$ cat config.mk
export PLATFORM = sky130hd
export DESIGN_NAME = color_pair_cache
export DESIGN_NICKNAME = d
export VERILOG_FILES = /design/src/rtl/core/cpc_pkg.sv /design/src/rtl/core/cpc_ctrl.sv /design/src/rtl/core/cpc_datapath.sv /design/src/rtl/core/color_pair_cache.sv
export SDC_FILE = /design/constraint.sdc
export NUM_CORES = 1
export LEC_CHECK = 0
export BUFFER_PORTS_ARGS = -buffer_cell sky130_fd_sc_hd__buf_2
export CORE_MARGIN = 8
export CORE_UTILIZATION = 40
export DETAILED_ROUTE_END_ITERATION = 7
export PLACE_DENSITY_LB_ADDON = 0.3
export SLEW_MARGIN = 10
export SYNTH_ARGS = -nofsm -noshare
export SYNTH_HDL_FRONTEND = slang
export SYNTH_HIERARCHICAL = 1
export SYNTH_SLANG_ARGS = --single-unit
$ cat constraint.sdc
create_clock -name clk -period 11.95 [get_ports clk]
set_input_delay 2.39 -clock clk [delete_from_list [all_inputs] [get_ports clk]]
set_output_delay 2.39 -clock clk [all_outputs]
set_load 0.01 [all_outputs]
$ cat src/rtl/core/cpc_pkg.sv
`timescale 1ns / 1ps
// Package for the color pair cache: beat types, controller/datapath command
// and status structs, state encoding and the color scoring helpers. No dependencies.
package cpc_pkg;

  localparam int unsigned COLOR_COUNT_DEF = 8;
  localparam int unsigned PAIR_W          = 7;
  localparam int unsigned MAXP_W          = 9;
  localparam logic [MAXP_W-1:0] MAX_PAIRS_RST = 9'd64;

  // Score weights for a candidate whose colors differ from the request.
  localparam logic [3:0] BG_BW_COST     = 4'd3;
  localparam logic [3:0] BG_GREY_NEAR   = 4'd1;
  localparam logic [3:0] BG_GREY_FAR    = 4'd2;
  localparam logic [3:0] FG_BW_COST     = 4'd5;
  localparam logic [3:0] FG_GREY_NEAR   = 4'd1;
  localparam logic [3:0] FG_GREY_FAR    = 4'd3;
  localparam logic [7:0] COLOR_BLACK    = 8'd0;
  localparam logic [7:0] COLOR_WHITE    = 8'd15;
  localparam logic [7:0] COLOR_GREY_LO  = 8'd7;
  localparam logic [7:0] COLOR_GREY_HI  = 8'd8;

  typedef struct packed {
    logic [7:0] fg;
    logic [7:0] bg;
  } in_beat_t;

  typedef struct packed {
    logic [PAIR_W-1:0] pair;
    logic              allocated;
    logic [2:0]        mapped_fg;
    logic [2:0]        mapped_bg;
  } out_beat_t;

  typedef enum logic [2:0] {
    ST_IDLE,
    ST_CHECK,
    ST_HIT,
    ST_SCAN,
    ST_DRAIN,
    ST_COMMIT,
    ST_RESP
  } state_t;

  typedef enum logic [1:0] {
    RES_ZERO,
    RES_ALLOC,
    RES_HIT,
    RES_BEST
  } res_sel_t;

  typedef struct packed {
    logic     latch_in;
    logic     rd_key;
    logic     alloc_wr;
    logic     best_wr;
    logic     scan_clr;
    logic     scan_step;
    logic     res_load;
    res_sel_t res_sel;
    logic     out_load;
  } cmd_t;

  typedef struct packed {
    logic oor;
    logic hit;
    logic room;
    logic scan_last;
    logic out_free;
  } sts_t;

  function automatic logic is_grey(input logic [7:0] c);
    begin
      is_grey = (c == COLOR_GREY_LO) || (c == COLOR_GREY_HI);
    end
  endfunction

  function automatic logic [3:0] pair_score(input logic [7:0] rfg, input logic [7:0] rbg,
                                            input logic [7:0] cfg, input logic [7:0] cbg);
    logic [3:0] s;
    begin
      s = '0;
      if (rbg != cbg) begin
        if (rbg == COLOR_BLACK || rbg == COLOR_WHITE) s = s + BG_BW_COST;
        if (is_grey(rbg)) s = s + (is_grey(cbg) ? BG_GREY_NEAR : BG_GREY_FAR);
      end
      if (rfg != cfg) begin
        if (rfg == COLOR_BLACK || rfg == COLOR_WHITE) s = s + FG_BW_COST;
        if (is_grey(rfg)) s = s + (is_grey(cfg) ? FG_GREY_NEAR : FG_GREY_FAR);
      end
      pair_score = s;
    end
  endfunction

  // Terminal color order; indices above 7 fold back onto 1..7 first.
  function automatic logic [2:0] term_color(input logic [3:0] c);
    begin
      case (c)
        4'd0:    term_color = 3'd0;
        4'd1:    term_color = 3'd4;
        4'd2:    term_color = 3'd2;
        4'd3:    term_color = 3'd6;
        4'd4:    term_color = 3'd1;
        4'd5:    term_color = 3'd5;
        4'd6:    term_color = 3'd3;
        4'd7:    term_color = 3'd7;
        4'd8:    term_color = 3'd4;
        4'd9:    term_color = 3'd2;
        4'd10:   term_color = 3'd6;
        4'd11:   term_color = 3'd1;
        4'd12:   term_color = 3'd5;
        4'd13:   term_color = 3'd3;
        4'd14:   term_color = 3'd7;
        default: term_color = 3'd4;
      endcase
    end
  endfunction

endpackage

$ cat src/rtl/core/cpc_ctrl.sv
`timescale 1ns / 1ps
// Controller state machine of the color pair cache.
// Depends on cpc_pkg; drives commands into cpc_datapath and reads its status.
module cpc_ctrl (
  input  logic          clk,
  input  logic          rst_n,
  input  logic          in_valid,
  output logic          in_stall,
  input  cpc_pkg::sts_t sts,
  output cpc_pkg::cmd_t cmd
);

  cpc_pkg::state_t state_r, state_nxt;

  always_ff @(posedge clk) begin
    if (!rst_n) begin
      state_r <= cpc_pkg::ST_IDLE;
    end else begin
      state_r <= state_nxt;
    end
  end

  always_comb begin
    state_nxt = state_r;
    cmd       = '0;
    cmd.res_sel = cpc_pkg::RES_ZERO;
    in_stall  = 1'b1;
    case (state_r)
      cpc_pkg::ST_IDLE: begin
        in_stall = 1'b0;
        if (in_valid) begin
          cmd.latch_in = 1'b1;
          state_nxt    = cpc_pkg::ST_CHECK;
        end
      end
      cpc_pkg::ST_CHECK: begin
        if (sts.oor) begin
          cmd.res_load = 1'b1;
          cmd.res_sel  = cpc_pkg::RES_ZERO;
          state_nxt    = cpc_pkg::ST_RESP;
        end else if (sts.hit) begin
          cmd.rd_key = 1'b1;
          state_nxt  = cpc_pkg::ST_HIT;
        end else if (sts.room) begin
          cmd.alloc_wr = 1'b1;
          cmd.res_load = 1'b1;
          cmd.res_sel  = cpc_pkg::RES_ALLOC;
          state_nxt    = cpc_pkg::ST_RESP;
        end else begin
          cmd.scan_clr = 1'b1;
          state_nxt    = cpc_pkg::ST_SCAN;
        end
      end
      cpc_pkg::ST_HIT: begin
        cmd.res_load = 1'b1;
        cmd.res_sel  = cpc_pkg::RES_HIT;
        state_nxt    = cpc_pkg::ST_RESP;
      end
      cpc_pkg::ST_SCAN: begin
        cmd.scan_step = 1'b1;
        if (sts.scan_last) state_nxt = cpc_pkg::ST_DRAIN;
      end
      cpc_pkg::ST_DRAIN: begin
        state_nxt = cpc_pkg::ST_COMMIT;
      end
      cpc_pkg::ST_COMMIT: begin
        cmd.best_wr  = 1'b1;
        cmd.res_load = 1'b1;
        cmd.res_sel  = cpc_pkg::RES_BEST;
        state_nxt    = cpc_pkg::ST_RESP;
      end
      cpc_pkg::ST_RESP: begin
        if (sts.out_free) begin
          cmd.out_load = 1'b1;
          state_nxt    = cpc_pkg::ST_IDLE;
        end
      end
      default: begin
        state_nxt = cpc_pkg::ST_IDLE;
      end
    endcase
  end

endmodule

$ cat src/rtl/core/cpc_datapath.sv
`timescale 1ns / 1ps
// Datapath of the color pair cache: slot table, counters, scan scorer and
// output register. Depends on cpc_pkg; steered by cpc_ctrl.
module cpc_datapath #(
  parameter int unsigned COLOR_COUNT = cpc_pkg::COLOR_COUNT_DEF
) (
  input  logic                           clk,
  input  logic                           rst_n,
  input  cpc_pkg::in_beat_t              in_data,
  input  logic                           cfg_wr,
  input  logic [cpc_pkg::MAXP_W-1:0]     cfg_data,
  input  logic                           out_stall,
  output logic                           out_valid,
  output cpc_pkg::out_beat_t             out_data,
  input  cpc_pkg::cmd_t                  cmd,
  output cpc_pkg::sts_t                  sts
);

  localparam int unsigned SLOTS = COLOR_COUNT * COLOR_COUNT;
  localparam int unsigned CW    = $clog2(COLOR_COUNT);
  localparam int unsigned KW    = $clog2(SLOTS);
  localparam int unsigned NW    = $clog2(SLOTS + 1);
  localparam logic [7:0]    CC8      = 8'(COLOR_COUNT);
  localparam logic [KW-1:0] CC_K     = KW'(COLOR_COUNT);
  localparam logic [CW-1:0] BG_LAST  = CW'(COLOR_COUNT - 1);
  localparam logic [KW-1:0] KEY_LAST = KW'(SLOTS - 1);
  localparam int unsigned PW = cpc_pkg::PAIR_W;

  logic [7:0]                    fg_r, bg_r;
  logic [KW-1:0]                 key_r;
  logic                          oor_r;
  logic [cpc_pkg::MAXP_W-1:0]    max_pairs_r;
  logic [NW-1:0]                 count_r;
  logic [SLOTS-1:0]              valid_r;
  logic [PW-1:0]                 mem [SLOTS];
  logic [PW-1:0]                 rd_data_r;
  logic [KW-1:0]                 si_r;
  logic [CW-1:0]                 sf_r, sb_r;
  logic                          pend_r, sv_r, have_r;
  logic [3:0]                    sc_r, best_r;
  logic [PW-1:0]                 best_pair_r;
  cpc_pkg::out_beat_t            res_r, res_nxt, out_r;
  logic                          out_valid_r;

  logic [9:0]    cnt_p1;
  logic          wr_en;
  logic [PW-1:0] wr_data;
  logic          rd_en;
  logic [KW-1:0] rd_addr;

  assign cnt_p1  = 10'(count_r) + 10'd1;
  assign wr_en   = cmd.alloc_wr | cmd.best_wr;
  assign wr_data = cmd.alloc_wr ? cnt_p1[PW-1:0] : best_pair_r;
  assign rd_en   = cmd.rd_key | cmd.scan_step;
  assign rd_addr = cmd.scan_step ? si_r : key_r;

  assign sts.oor       = oor_r;
  assign sts.hit       = valid_r[key_r];
  assign sts.room      = cnt_p1 < 10'(max_pairs_r);
  assign sts.scan_last = (si_r == KEY_LAST);
  assign sts.out_free  = !out_valid_r || !out_stall;

  assign out_valid = out_valid_r;
  assign out_data  = out_r;

  always_ff @(posedge clk) begin
    if (wr_en) mem[key_r] <= wr_data;
    if (rd_en) rd_data_r <= mem[rd_addr];
  end

  always_ff @(posedge clk) begin
    if (cmd.latch_in) begin
      fg_r  <= in_data.fg;
      bg_r  <= in_data.bg;
      key_r <= KW'(in_data.fg[CW-1:0]) * CC_K + KW'(in_data.bg[CW-1:0]);
      oor_r <= (in_data.fg >= CC8) || (in_data.bg >= CC8);
    end
  end

  always_ff @(posedge clk) begin
    if (!rst_n) begin
      max_pairs_r <= cpc_pkg::MAX_PAIRS_RST;
      count_r     <= '0;
      valid_r     <= '0;
    end else begin
      if (cfg_wr) max_pairs_r <= cfg_data;
      if (wr_en) begin
        count_r        <= count_r + NW'(1);
        valid_r[key_r] <= 1'b1;
      end
    end
  end

  // Scan: one slot per cycle, scored in the cycle after its read is issued.
  always_ff @(posedge clk) begin
    if (!rst_n) begin
      pend_r <= 1'b0;
    end else begin
      pend_r <= cmd.scan_step;
    end
  end

  always_ff @(posedge clk) begin
    if (cmd.scan_clr) begin
      si_r <= '0;
      sf_r <= '0;
      sb_r <= '0;
    end else if (cmd.scan_step) begin
      si_r <= si_r + KW'(1);
      if (sb_r == BG_LAST) begin
        sb_r <= '0;
        sf_r <= sf_r + CW'(1);
      end else begin
        sb_r <= sb_r + CW'(1);
      end
    end
    if (cmd.scan_step) begin
      sv_r <= valid_r[si_r];
      sc_r <= cpc_pkg::pair_score(fg_r, bg_r, 8'(sf_r), 8'(sb_r));
    end
    if (cmd.scan_clr) begin
      have_r      <= 1'b0;
      best_pair_r <= '0;
    end else if (pend_r && sv_r && (!have_r || sc_r < best_r)) begin
      have_r      <= 1'b1;
      best_r      <= sc_r;
      best_pair_r <= rd_data_r;
    end
  end

  always_comb begin
    res_nxt = '0;
    case (cmd.res_sel)
      cpc_pkg::RES_ZERO: res_nxt = '0;
      cpc_pkg::RES_ALLOC: begin
        res_nxt.pair      = cnt_p1[PW-1:0];
        res_nxt.allocated = 1'b1;
        res_nxt.mapped_fg = cpc_pkg::term_color(fg_r[3:0]);
        res_nxt.mapped_bg = cpc_pkg::term_color(bg_r[3:0]);
      end
      cpc_pkg::RES_HIT:  res_nxt.pair = rd_data_r;
      cpc_pkg::RES_BEST: res_nxt.pair = best_pair_r;
      default:           res_nxt = '0;
    endcase
  end

  always_ff @(posedge clk) begin
    if (cmd.res_load) res_r <= res_nxt;
    if (cmd.out_load) out_r <= res_r;
  end

  always_ff @(posedge clk) begin
    if (!rst_n) begin
      out_valid_r <= 1'b0;
    end else if (cmd.out_load) begin
      out_valid_r <= 1'b1;
    end else if (!out_stall) begin
      out_valid_r <= 1'b0;
    end
  end

endmodule

$ cat src/rtl/core/color_pair_cache.sv
`timescale 1ns / 1ps
// Top level of the color pair cache: joins the controller and the datapath.
// Depends on cpc_pkg, cpc_ctrl and cpc_datapath.
//
//   port group | direction | flow control  | beat contents
//   in_*       | input     | valid / stall | fg, bg request colors
//   out_*      | output    | valid / stall | pair, allocated, mapped_fg, mapped_bg
//   cfg_*      | input     | valid / ready | max_pairs (9 bits)
//
// A request that hits, is out of range or allocates a new pair passes CHECK,
// then HIT for a hit, then RESP for its result beat. When no pairs are left, the
// datapath walks every slot of the table through its single memory read port,
// one slot per cycle, then passes DRAIN and COMMIT before RESP.
// One request is in flight at a time.
// Reset is synchronous and active low; it clears the slot valid bits, the
// stored count and the output valid, and loads max_pairs with 64.
// A stalled result stays in the output register while the next request is
// already accepted and worked on.
module color_pair_cache #(
  parameter int unsigned COLOR_COUNT = cpc_pkg::COLOR_COUNT_DEF
) (
  input  logic                        clk,
  input  logic                        rst_n,
  input  logic                        in_valid,
  output logic                        in_stall,
  input  cpc_pkg::in_beat_t           in_data,
  output logic                        out_valid,
  input  logic                        out_stall,
  output cpc_pkg::out_beat_t          out_data,
  input  logic                        cfg_valid,
  output logic                        cfg_ready,
  input  logic [cpc_pkg::MAXP_W-1:0]  cfg_data
);

  cpc_pkg::cmd_t cmd;
  cpc_pkg::sts_t sts;

  // Users must write the register only while idle; the block does not enforce it.
  assign cfg_ready = 1'b1;

  cpc_ctrl u_ctrl (
    .clk      (clk),
    .rst_n    (rst_n),
    .in_valid (in_valid),
    .in_stall (in_stall),
    .sts      (sts),
    .cmd      (cmd)
  );

  cpc_datapath #(
    .COLOR_COUNT (COLOR_COUNT)
  ) u_datapath (
    .clk       (clk),
    .rst_n     (rst_n),
    .in_data   (in_data),
    .cfg_wr    (cfg_valid & cfg_ready),
    .cfg_data  (cfg_data),
    .out_stall (out_stall),
    .out_valid (out_valid),
    .out_data  (out_data),
    .cmd       (cmd),
    .sts       (sts)
  );

endmodule

==> impl_results.md, run 1 <==
- Status: finished clean
- Fmax: 156 MHz
- Setup Skew: 0.0314 ns
- Die Height: 284 um
- IO Pins: 47
- Yosys reg bits: 620
- Cells after synthesis: 2454
- Initial antenna violation count: 0
- Crit path largest cell delay: 0.79 ns
- Tmin final: 6.41 ns
- Global placement routability congestion: 0.847
- Hold WS: 0.418 ns
- Post-layout worst setup margin: 5.54 ns
- Net Sw Frac: 34.3%
- Netlist Area Pre-Place: 28700 um2
- Num CTS Buffers: 68
- Min-delay src: u_datapath/res_r[3]$_SDFFCE_PN0P_
- Die ar.: 80600 um2
- CTS tree: built
- CTS Hold Bufs: 0
- Post-Syn Nets: 2512
- Number of max-cap violations: 0
- WHS Endpoint: u_datapath/out_data[3]$_DFFE_PP_
- Fillers: 6381
- Hold path cells: 0
- Most common cell after layout, fill and taps aside: edfxtp_1
- DR pass1 iterations: 6
- Vias in the first global route: 19612
- Remaining DRCs: 0
- Final count of hold timing violations: 0
- Clk network pwr share: 30.2%
- PD cells: 218 nW/um2
- First-pass GRT wire length: 125000 um
- Pins Over Slew Limit: 0
- Fin nets: 2497
- Setup CP Type: reg2reg
- CTS root buf: clkbuf_16
- Warnings from Yosys: 6
- Count of final setup violators: 0
- Global route overflow: 0
- Routed wire per std cell: 24.4 um
- CP most frequent cell: nor2_1
- 1st-iter DRT viols: 2607
- Worst-case reg-to-reg path depth: 13
- Clock transition at path regs: 0.06 ns
- Post_cts resized: 0
- Pint: 4.59 mW
- Most frequent cells in the layout: edfxtp_1, a21oi_1, nand2b_1, nor2_1, a22oi_1
- CP Cell Sequence: buf_4 > buf_4 > mux4_2 > mux2i_1 > o22ai_1 > or4_1 > nand2b_1 > nor2_1 > buf_4 > nor2_1 > nor2_1 > nand3_1 > nor2_1
- Final core utilization: 44.9%
- Worst Tran Pin Value: 1.14 ns
- Switching pwr: 2.39 mW
- H-tree Lvls: 3
- DR vias: 20536
- Placed Area: 29800 um2
- Row Count: 98
- CP startpoint kind: flop
- Worst skew pair latency: 0.61 ns
- Power consumption: 6.97 mW
- Placed insts: 3319
- Worst setup EP type: flop
- Post-CTS setup buffers: 0
- Ys flop type: edfxtp_1
- Top cell family by delay on the critical path: simple AND/OR/NAND/NOR gates
- Gate power share: 29.4%
- Non-filler instance count after layout: 3441
- WP data arrival: 6.63 ns
- Rel. slew slack: 23.7%
- FFs w/ async S/R, synth: 0%
- Drt total wl: 84000 um
- CP Data Required Time: 12.18 ns
- Area Overhead vs Synth: 11.6%
- Hold WC Path Type: reg2reg
- Post-synth EDFFs: 509
- Core Region: 71200 um2
- Sequential area share after synthesis: 61.0%
- Post-Layout Inst Area: 32000 um2
- Ant diodes: 0
- Initial core utilization: 40.3%
- R2R Setup Slk: 5.54 ns
- GRT Util Overall: 20.1%
- RSZ-0062 raised after global routing: no
- Die Wd: 284 um
- Slowest cell on the critical path: nor2_1
- Worst Path Max Fanout: 91
- PortBufs: 45
- Mean Syn Cell Area: 11.7 um2
- Average vias per placed instance: 5.97
- Leakage: 10.8 nW
- ANT nets after route: 0
- HPWL after DPL: 52300 um
- Cell variety after synth: 70
- Clk buf depth: 3
- Fin crit share: 53.6%
- RR Endpoint: u_datapath/mem[59][4]$_DFFE_PP_
- Share of cells above drive strength 1: 10.8%
- Maximum vdd drop: 160 uV
- Setup TNS Final: 0 ns
- Largest net degree at the start of global routing: 92
- Post-placement worst setup slack: 5.66 ns
- Start of the worst register-to-register path: u_datapath/bg_r[0]$_DFFE_PP_
- Sequential fraction of design power: 40.4%
- WP buf/inv: 3
- Clock sinks: 620
layout make-up:
| type | count | area (um2) | area share [%] |
|---|---|---|---|
| clock inverter | 26 | 314 | 0.981 |
| clock buffer | 96 | 1940 | 6.06 |
| sequential | 620 | 17500 | 54.7 |
| timing repair buffer | 78 | 473 | 1.48 |
| inverter | 42 | 158 | 0.492 |
| tap | 950 | 1190 | 3.71 |
| multi-input combinational | 1629 | 10400 | 32.6 |
worst max-delay path by stage:
stage                                       from                              end  slack [ns]  cells after the start
floorplan           u_datapath/bg_r[0]$_DFFE_PP_   u_datapath/mem[0][2]$_DFFE_PP_        6.76                     12
global route        u_datapath/bg_r[0]$_DFFE_PP_  u_datapath/mem[59][2]$_DFFE_PP_        5.28                     13
global placement    u_datapath/bg_r[0]$_DFFE_PP_  u_datapath/mem[20][1]$_DFFE_PP_        5.87                     13
CTS                 u_datapath/bg_r[0]$_DFFE_PP_  u_datapath/mem[60][1]$_DFFE_PP_        5.64                     13
detailed placement  u_datapath/bg_r[0]$_DFFE_PP_  u_datapath/mem[60][1]$_DFFE_PP_        5.66                     13
finish              u_datapath/bg_r[0]$_DFFE_PP_  u_datapath/mem[59][4]$_DFFE_PP_        5.54                     13
synthesized netlist by cell type (all sizes together), types with 31 or more instances:
| cell | number | share of area, % |
|---|---|---|
| nor2 | 181 | 2.4 |
| mux2i | 39 | 1.4 |
| a21oi | 316 | 5.5 |
| dfxtp | 111 | 7.7 |
| edfxtp | 509 | 53 |
| a22oi | 125 | 3.3 |
| buf | 69 | 1.3 |
| o22ai | 89 | 1.9 |
| nand2b | 257 | 5.6 |
| nand2 | 115 | 1.5 |
| o21a | 66 | 1.7 |
| o21ai | 110 | 1.9 |
| or2 | 31 | 0.68 |
| nor3 | 42 | 0.73 |
| clkbuf | 94 | 1.2 |
| mux4 | 36 | 2.8 |
| inv | 40 | 0.52 |
power by group through the flow:
stage          clock network [mW]  logic [mW]  registers (mW)
2_1_floorplan                   0        1.33            2.81
3_3_place_gp                    0        1.98            2.86
3_5_place_dp                    0        2.02            2.86
4_1_cts                      2.14        2.02            2.82
5_1_grt                      2.22        2.18            2.83
6_report                     2.11        2.05            2.82
kinds of logic (layout without fill, tap and decap cells):
family / count (synthesis) / in the layout / synth area share, %
flip-flops: 620 / 620 / 61.0
adder cells (fa/ha/maj): 28 / 28 / 1.25
XOR/XNOR: 23 / 23 / 0.702
AO/OA/AOI/OAI: 775 / 775 / 16.5
multiplexers: 80 / 80 / 4.40
AND/OR/NAND/NOR: 722 / 722 / 13.0
buffers and inverters: 205 / 242 / 3.08
other: 1 / 1 / 0.0131
registers in the layout (all words and copies together), names as in the netlist, 8 cells and up, named ones only:
signal / cells
u_datapath/bg_r: 8
u_datapath/fg_r: 8
u_datapath/max_pairs_r: 9
u_datapath/mem: 448
u_datapath/out_data: 14
u_datapath/res_r: 14
u_datapath/valid_r: 64
per-layer routing:
metal	global-route usage [%]	share of wire [%]	wire length, um
met3	3.85	8.8	7420
met5	0	0	0
met1	26.9	41	34200
met4	8.04	3.9	3290
met2	32.0	46	39000
worst register-to-register path, cell delays in order (launching register included):
cell and delay, ns:
edfxtp_1 0.32, buf_4 0.64, buf_4 0.80, mux4_2 0.61, mux2i_1 0.22, o22ai_1 0.17, or4_1 0.66, nand2b_1 0.31
nor2_1 0.12, buf_4 0.27, nor2_1 0.23, nor2_1 0.25, nand3_1 0.64, nor2_1 0.79
Note: power is estimated with default switching activity, not from simulation.
==> run 2: changes to the inputs <==
- clock period: 11.95 -> 5.61 ns (I/O delays scaled with it)
==> impl_results.md, run 2 (synthesis gave the netlist of run 1 again) <==
- Tmin final: 5.25 ns
- Count of final setup violators: 0
- Drt total wl: 83300 um
- Global placement routability congestion: 0.884
- GRT Util Overall: 19.9%
- Worst setup EP type: flop
- Global route overflow: 0
- CTS root buf: clkbuf_16
- Worst Path Max Fanout: 21
- DR pass1 iterations: 6
- H-tree Lvls: 3
- Hold WS: 0.416 ns
- IO Pins: 47
- Pins Over Slew Limit: 0
- ANT nets after route: 0
- CP Data Required Time: 5.85 ns
- Power consumption: 15.1 mW
- Fillers: 6369
- HPWL after DPL: 53100 um
- Crit path launch: u_datapath/bg_r[2]$_DFFE_PP_
- Average vias per placed instance: 5.95
- DR vias: 20579
- Fin crit share: 93.6%
- Post_cts resized: 0
- Clock transition at path regs: 0.06 ns
- Remaining DRCs: 0
- Ant diodes: 0
- Max reg flops: 448
- RR Endpoint: u_datapath/mem[63][6]$_DFFE_PP_
- Final count of hold timing violations: 0
- Post-layout worst setup margin: 0.361 ns
- Core Region: 71200 um2
- Leakage: 10.9 nW
- Final core utilization: 45.3%
- Vias in the first global route: 19845
- Setup Skew: 0.0249 ns
- Hold path cells: 0
- Fin nets: 2512
- R2R Setup Slk: 0.36 ns
- Met3 usage in global routing: 3.51%
- Maximum vdd drop: 524 uV
- Number of max-cap violations: 0
- Clk buf depth: 3
- First-pass GRT wire length: 125000 um
- Die Height: 284 um
- Fmax: 190 MHz
- RSZ-0062 raised after global routing: no
- CTS tree: built
- Num CTS Buffers: 68
- Die Wd: 284 um
- Status: finished clean
- Top reg by flops: u_datapath/mem
- Worst skew pair latency: 0.61 ns
- Row Count: 98
- Die ar.: 80600 um2
- CP startpoint kind: flop
- Initial core utilization: 40.3%
- Post-CTS setup buffers: 0
- Most frequent cells in the layout: edfxtp_1, a21oi_1, nand2b_1, nor2_1, a22oi_1
- 1st-iter DRT viols: 2338
- Post-placement worst setup slack: 0.487 ns
- Largest net degree at the start of global routing: 95
- Worst Tran Pin Value: 1.31 ns
- Setup TNS Final: 0 ns
- Initial antenna violation count: 2
- Rel. slew slack: 12.9%
- PD cells: 467 nW/um2
- Regs by FF count: u_datapath/mem x448, u_datapath/valid_r x64
- M1 GR Usage: 26.6%
- Routed wire per std cell: 24.1 um
- WP data arrival: 5.49 ns
- Start of the worst register-to-register path: u_datapath/bg_r[2]$_DFFE_PP_
- Worst-case reg-to-reg path depth: 10
- Hold WC Path Type: reg2reg
- Setup CP Type: reg2reg
- Most common cell after layout, fill and taps aside: edfxtp_1
- CTS Hold Bufs: 0
- Busiest grt layer: met2
- Worst Setup EP: u_datapath/mem[63][6]$_DFFE_PP_
- Flip-flop and latch area: 17500 um2
- PortBufs: 45
- Multi-input logic area: 10400 um2
- Met2 Use GR: 32.3%
- Clock sinks: 620
- Share of cells above drive strength 1: 11.6%
- Area Overhead vs Synth: 12.6%
## run 2: cell types whose count changed in the layout (fill, tap and decap cells not counted), moves of 2 or more
cell / previous run / this run
buf_12: 0 / 8
clkinvlp_4: 5 / 2
inv_4: 0 / 3
clkbuf_16: 70 / 74
inv_6: 2 / 0
clkinv_1: 6 / 10
buf_4: 33 / 40
clkinv_2: 6 / 13
clkbuf_1: 17 / 7
## run 2: layout make-up
class	instances	share of cell area, %
clock buffers	89	6.16
clock inverters	34	1.08
inverters	42	0.488
multi-input cells	1629	32.3
flip-flops and latches	620	54.2
well taps	950	3.68
repair buffers	93	2.12
## run 2: how the worst min path moves through the flow
stage	startpoint	endpoint	slack, ns
after CTS	u_datapath/res_r[6]$_DFFE_PP_	u_datapath/out_data[6]$_DFFE_PP_	0.42
after detailed placement	u_datapath/res_r[1]$_SDFFCE_PN0P_	u_datapath/out_data[1]$_DFFE_PP_	0.41
after global routing	u_datapath/res_r[1]$_SDFFCE_PN0P_	u_datapath/out_data[1]$_DFFE_PP_	0.43
after global placement	u_datapath/res_r[0]$_SDFFCE_PN0P_	u_datapath/out_data[0]$_DFFE_PP_	0.40
after floorplan	u_datapath/res_r[0]$_SDFFCE_PN0P_	u_datapath/out_data[0]$_DFFE_PP_	0.40
final	u_datapath/res_r[6]$_DFFE_PP_	u_datapath/out_data[6]$_DFFE_PP_	0.42
## run 2: stage by stage
step | cell area [um2] | std cells
finish | 32300 | 3457
global route | 32300 | 3457
global placement | 30000 | 3334
detailed placement | 30000 | 3334
floorplan | 28700 | 2454
CTS | 32300 | 3457
## run 2: metal layers
layer	vias to the layer above	part of all wire, %
met5	-	0.013
met4	2	3.6
met3	179	8.5
met2	998	47
met1	10232	41
li1	9168	-
## run 2: where the power goes
group	total [mW]	switching, mW	internal (mW)	leakage, nW
logic	4.44	3.04	1.40	4.20
clock network	4.61	1.79	2.82	1.16
registers	6.04	0.274	5.77	5.58
## run 2: worst max-delay path, cell delays in order (launching register included)
cell,delay [ns]
edfxtp_1,0.96
inv_1,0.49
mux2i_1,0.28
o22ai_1,0.14
or4_1,0.64
nand2b_1,0.26
nor2_1,0.15
nor2_1,0.19
nor2_1,0.25
nand3_1,0.67
nor2_1,0.84
==> run 3: changes to the inputs <==
- CORE_MARGIN: 8 -> 2
- HOLD_SLACK_MARGIN: default -> 0.02
==> impl_results.md, run 3 (synthesis gave the netlist of run 1 again) <==
- PD cells: 467 nW/um2
- Slowest cell on the critical path: nor2_1
- Pins Over Slew Limit: 0
- Post_cts resized: 0
- PortBufs: 45
- Post-CTS setup buffers: 0
- Worst-case reg-to-reg path depth: 11
- Maximum vdd drop: 281 uV
- RSZ-0062 raised after global routing: no
- Clk buf depth: 3
- Flip-flop and latch area: 17500 um2
- Fin nets: 2513
- IO Pins: 47
- Setup CP Type: reg2reg
- Routed wire per std cell: 23.8 um
- Crit path launch: u_datapath/bg_r[2]$_DFFE_PP_
- Worst Setup EP: u_datapath/mem[15][1]$_DFFE_PP_
- Worst setup EP type: flop
- Most common cell after layout, fill and taps aside: edfxtp_1
- Status: finished clean
- Max reg flops: 448
- RR Endpoint: u_datapath/mem[15][1]$_DFFE_PP_
- Initial antenna violation count: 1
- Average vias per placed instance: 5.94
- Setup Skew: 0.0304 ns
- Number of max-cap violations: 0
- Global placement routability congestion: 0.898
- CP startpoint kind: flop
- H-tree Lvls: 3
- DR pass1 iterations: 5
- Top reg by flops: u_datapath/mem
- Core Region: 71200 um2
- Initial core utilization: 40.3%
- Setup TNS Final: 0 ns
- Share of cells above drive strength 1: 11.4%
- Row Count: 98
- Vias in the first global route: 19995
- Die Height: 272 um
- Die ar.: 73900 um2
- R2R Setup Slk: 0.39 ns
- Area Overhead vs Synth: 12.5%
- First-pass GRT wire length: 124000 um
- Fin crit share: 93.0%
- Drt total wl: 82400 um
- Fillers: 6355
- ANT nets after route: 0
- DR vias: 20551
- Leakage: 10.9 nW
- Global route overflow: 0
- Start of the worst register-to-register path: u_datapath/bg_r[2]$_DFFE_PP_
- Tmin final: 5.22 ns
- Worst skew pair latency: 0.61 ns
- CTS tree: built
- Largest net degree at the start of global routing: 95
- Multi-input logic area: 10400 um2
- CTS Hold Bufs: 0
- Final count of hold timing violations: 0
- Worst Path Max Fanout: 15
- GRT Util Overall: 22.0%
- Clock sinks: 620
- Worst Tran Pin Value: 1.31 ns
- Regs by FF count: u_datapath/mem x448, u_datapath/valid_r x64
- CP Cell Sequence: buf_4 > mux4_2 > mux2i_1 > o22ai_1 > or4_1 > nand2b_1 > nor2_1 > nor2_1 > nor2_1 > nand3_1 > nor2_1
- Most frequent cells in the layout: edfxtp_1, a21oi_1, nand2b_1, nor2_1, a22oi_1
- Remaining DRCs: 0
- Rel. slew slack: 12.7%
- CP most frequent cell: nor2_1
- Num CTS Buffers: 67
- Clock transition at path regs: 0.06 ns
- Fmax: 192 MHz
- Die Wd: 272 um
- 1st-iter DRT viols: 2283
- Final core utilization: 45.3%
- Hold WC Path Type: reg2reg
- WP data arrival: 5.44 ns
- Crit path largest cell delay: 0.85 ns
- CTS root buf: clkbuf_16
- Hold WS: 0.418 ns
- HPWL after DPL: 53000 um
- Count of final setup violators: 0
- CP Data Required Time: 5.83 ns
## run 3: per-layer routing
| layer | wire length [um] | GRT usage (%) | share of wire, % |
|---|---|---|---|
| met1 | 34000 | 29.6 | 41 |
| met4 | 3020 | 8.96 | 3.7 |
| met2 | 38600 | 35.2 | 47 |
| met5 | 0 | 0 | 0 |
| met3 | 6760 | 3.96 | 8.2 |
## run 3: stage by stage
step / instance area [um2] / power, mW / std cells / setup WS (ns)
floorplan: 28700 / 8.81 / 2454 / 0.415
global placement: 30000 / 10.4 / 3336 / 0.808
detailed placement: 30000 / 10.5 / 3336 / 0.592
CTS: 32300 / 15.1 / 3457 / 0.542
global route: 32300 / 15.6 / 3457 / 0.123
finish: 32300 / 15.1 / 3458 / 0.391
## run 3: where the power goes
part	internal [mW]	leakage [nW]	switching, mW
logic	1.37	4.21	3.06
clock network	2.84	1.14	1.78
registers	5.77	5.58	0.236
total	9.98	10.9	5.08
## run 3: layout make-up
cell class                      count  share of cell area (%)
Clock inverter                     26                    1.14
Antenna cell                        1                 0.00775
Inverter                           42                   0.489
Clock buffer                       95                    6.03
Sequential cell                   620                    54.3
Tap cell                          950                    3.68
Timing Repair Buffer               95                    2.09
Multi-Input combinational cell   1629                    32.3
## run 3: worst min path at each step
stage                                                  from                                 to  slack (ns)  cells past startpoint
after floorplan           u_datapath/res_r[0]$_SDFFCE_PN0P_   u_datapath/out_data[0]$_DFFE_PP_        0.40                      0
after global placement    u_datapath/res_r[4]$_SDFFCE_PN0P_   u_datapath/out_data[4]$_DFFE_PP_        0.40                      0
after detailed placement      u_datapath/res_r[6]$_DFFE_PP_   u_datapath/out_data[6]$_DFFE_PP_        0.41                      0
after CTS                     u_datapath/res_r[6]$_DFFE_PP_   u_datapath/out_data[6]$_DFFE_PP_        0.42                      0
after global routing         u_datapath/res_r[13]$_DFFE_PP_  u_datapath/out_data[13]$_DFFE_PP_        0.43                      0
final                         u_datapath/res_r[8]$_DFFE_PP_   u_datapath/out_data[8]$_DFFE_PP_        0.42                      0
## run 3: critical path, delay by kind of cell, from the launching register on
kind / cells / cell delay [ns]
flops: 1 / 0.78
compound gates: 1 / 0.12
buf+inv: 1 / 0.29
mux: 2 / 0.47
simple gates: 7 / 3.14
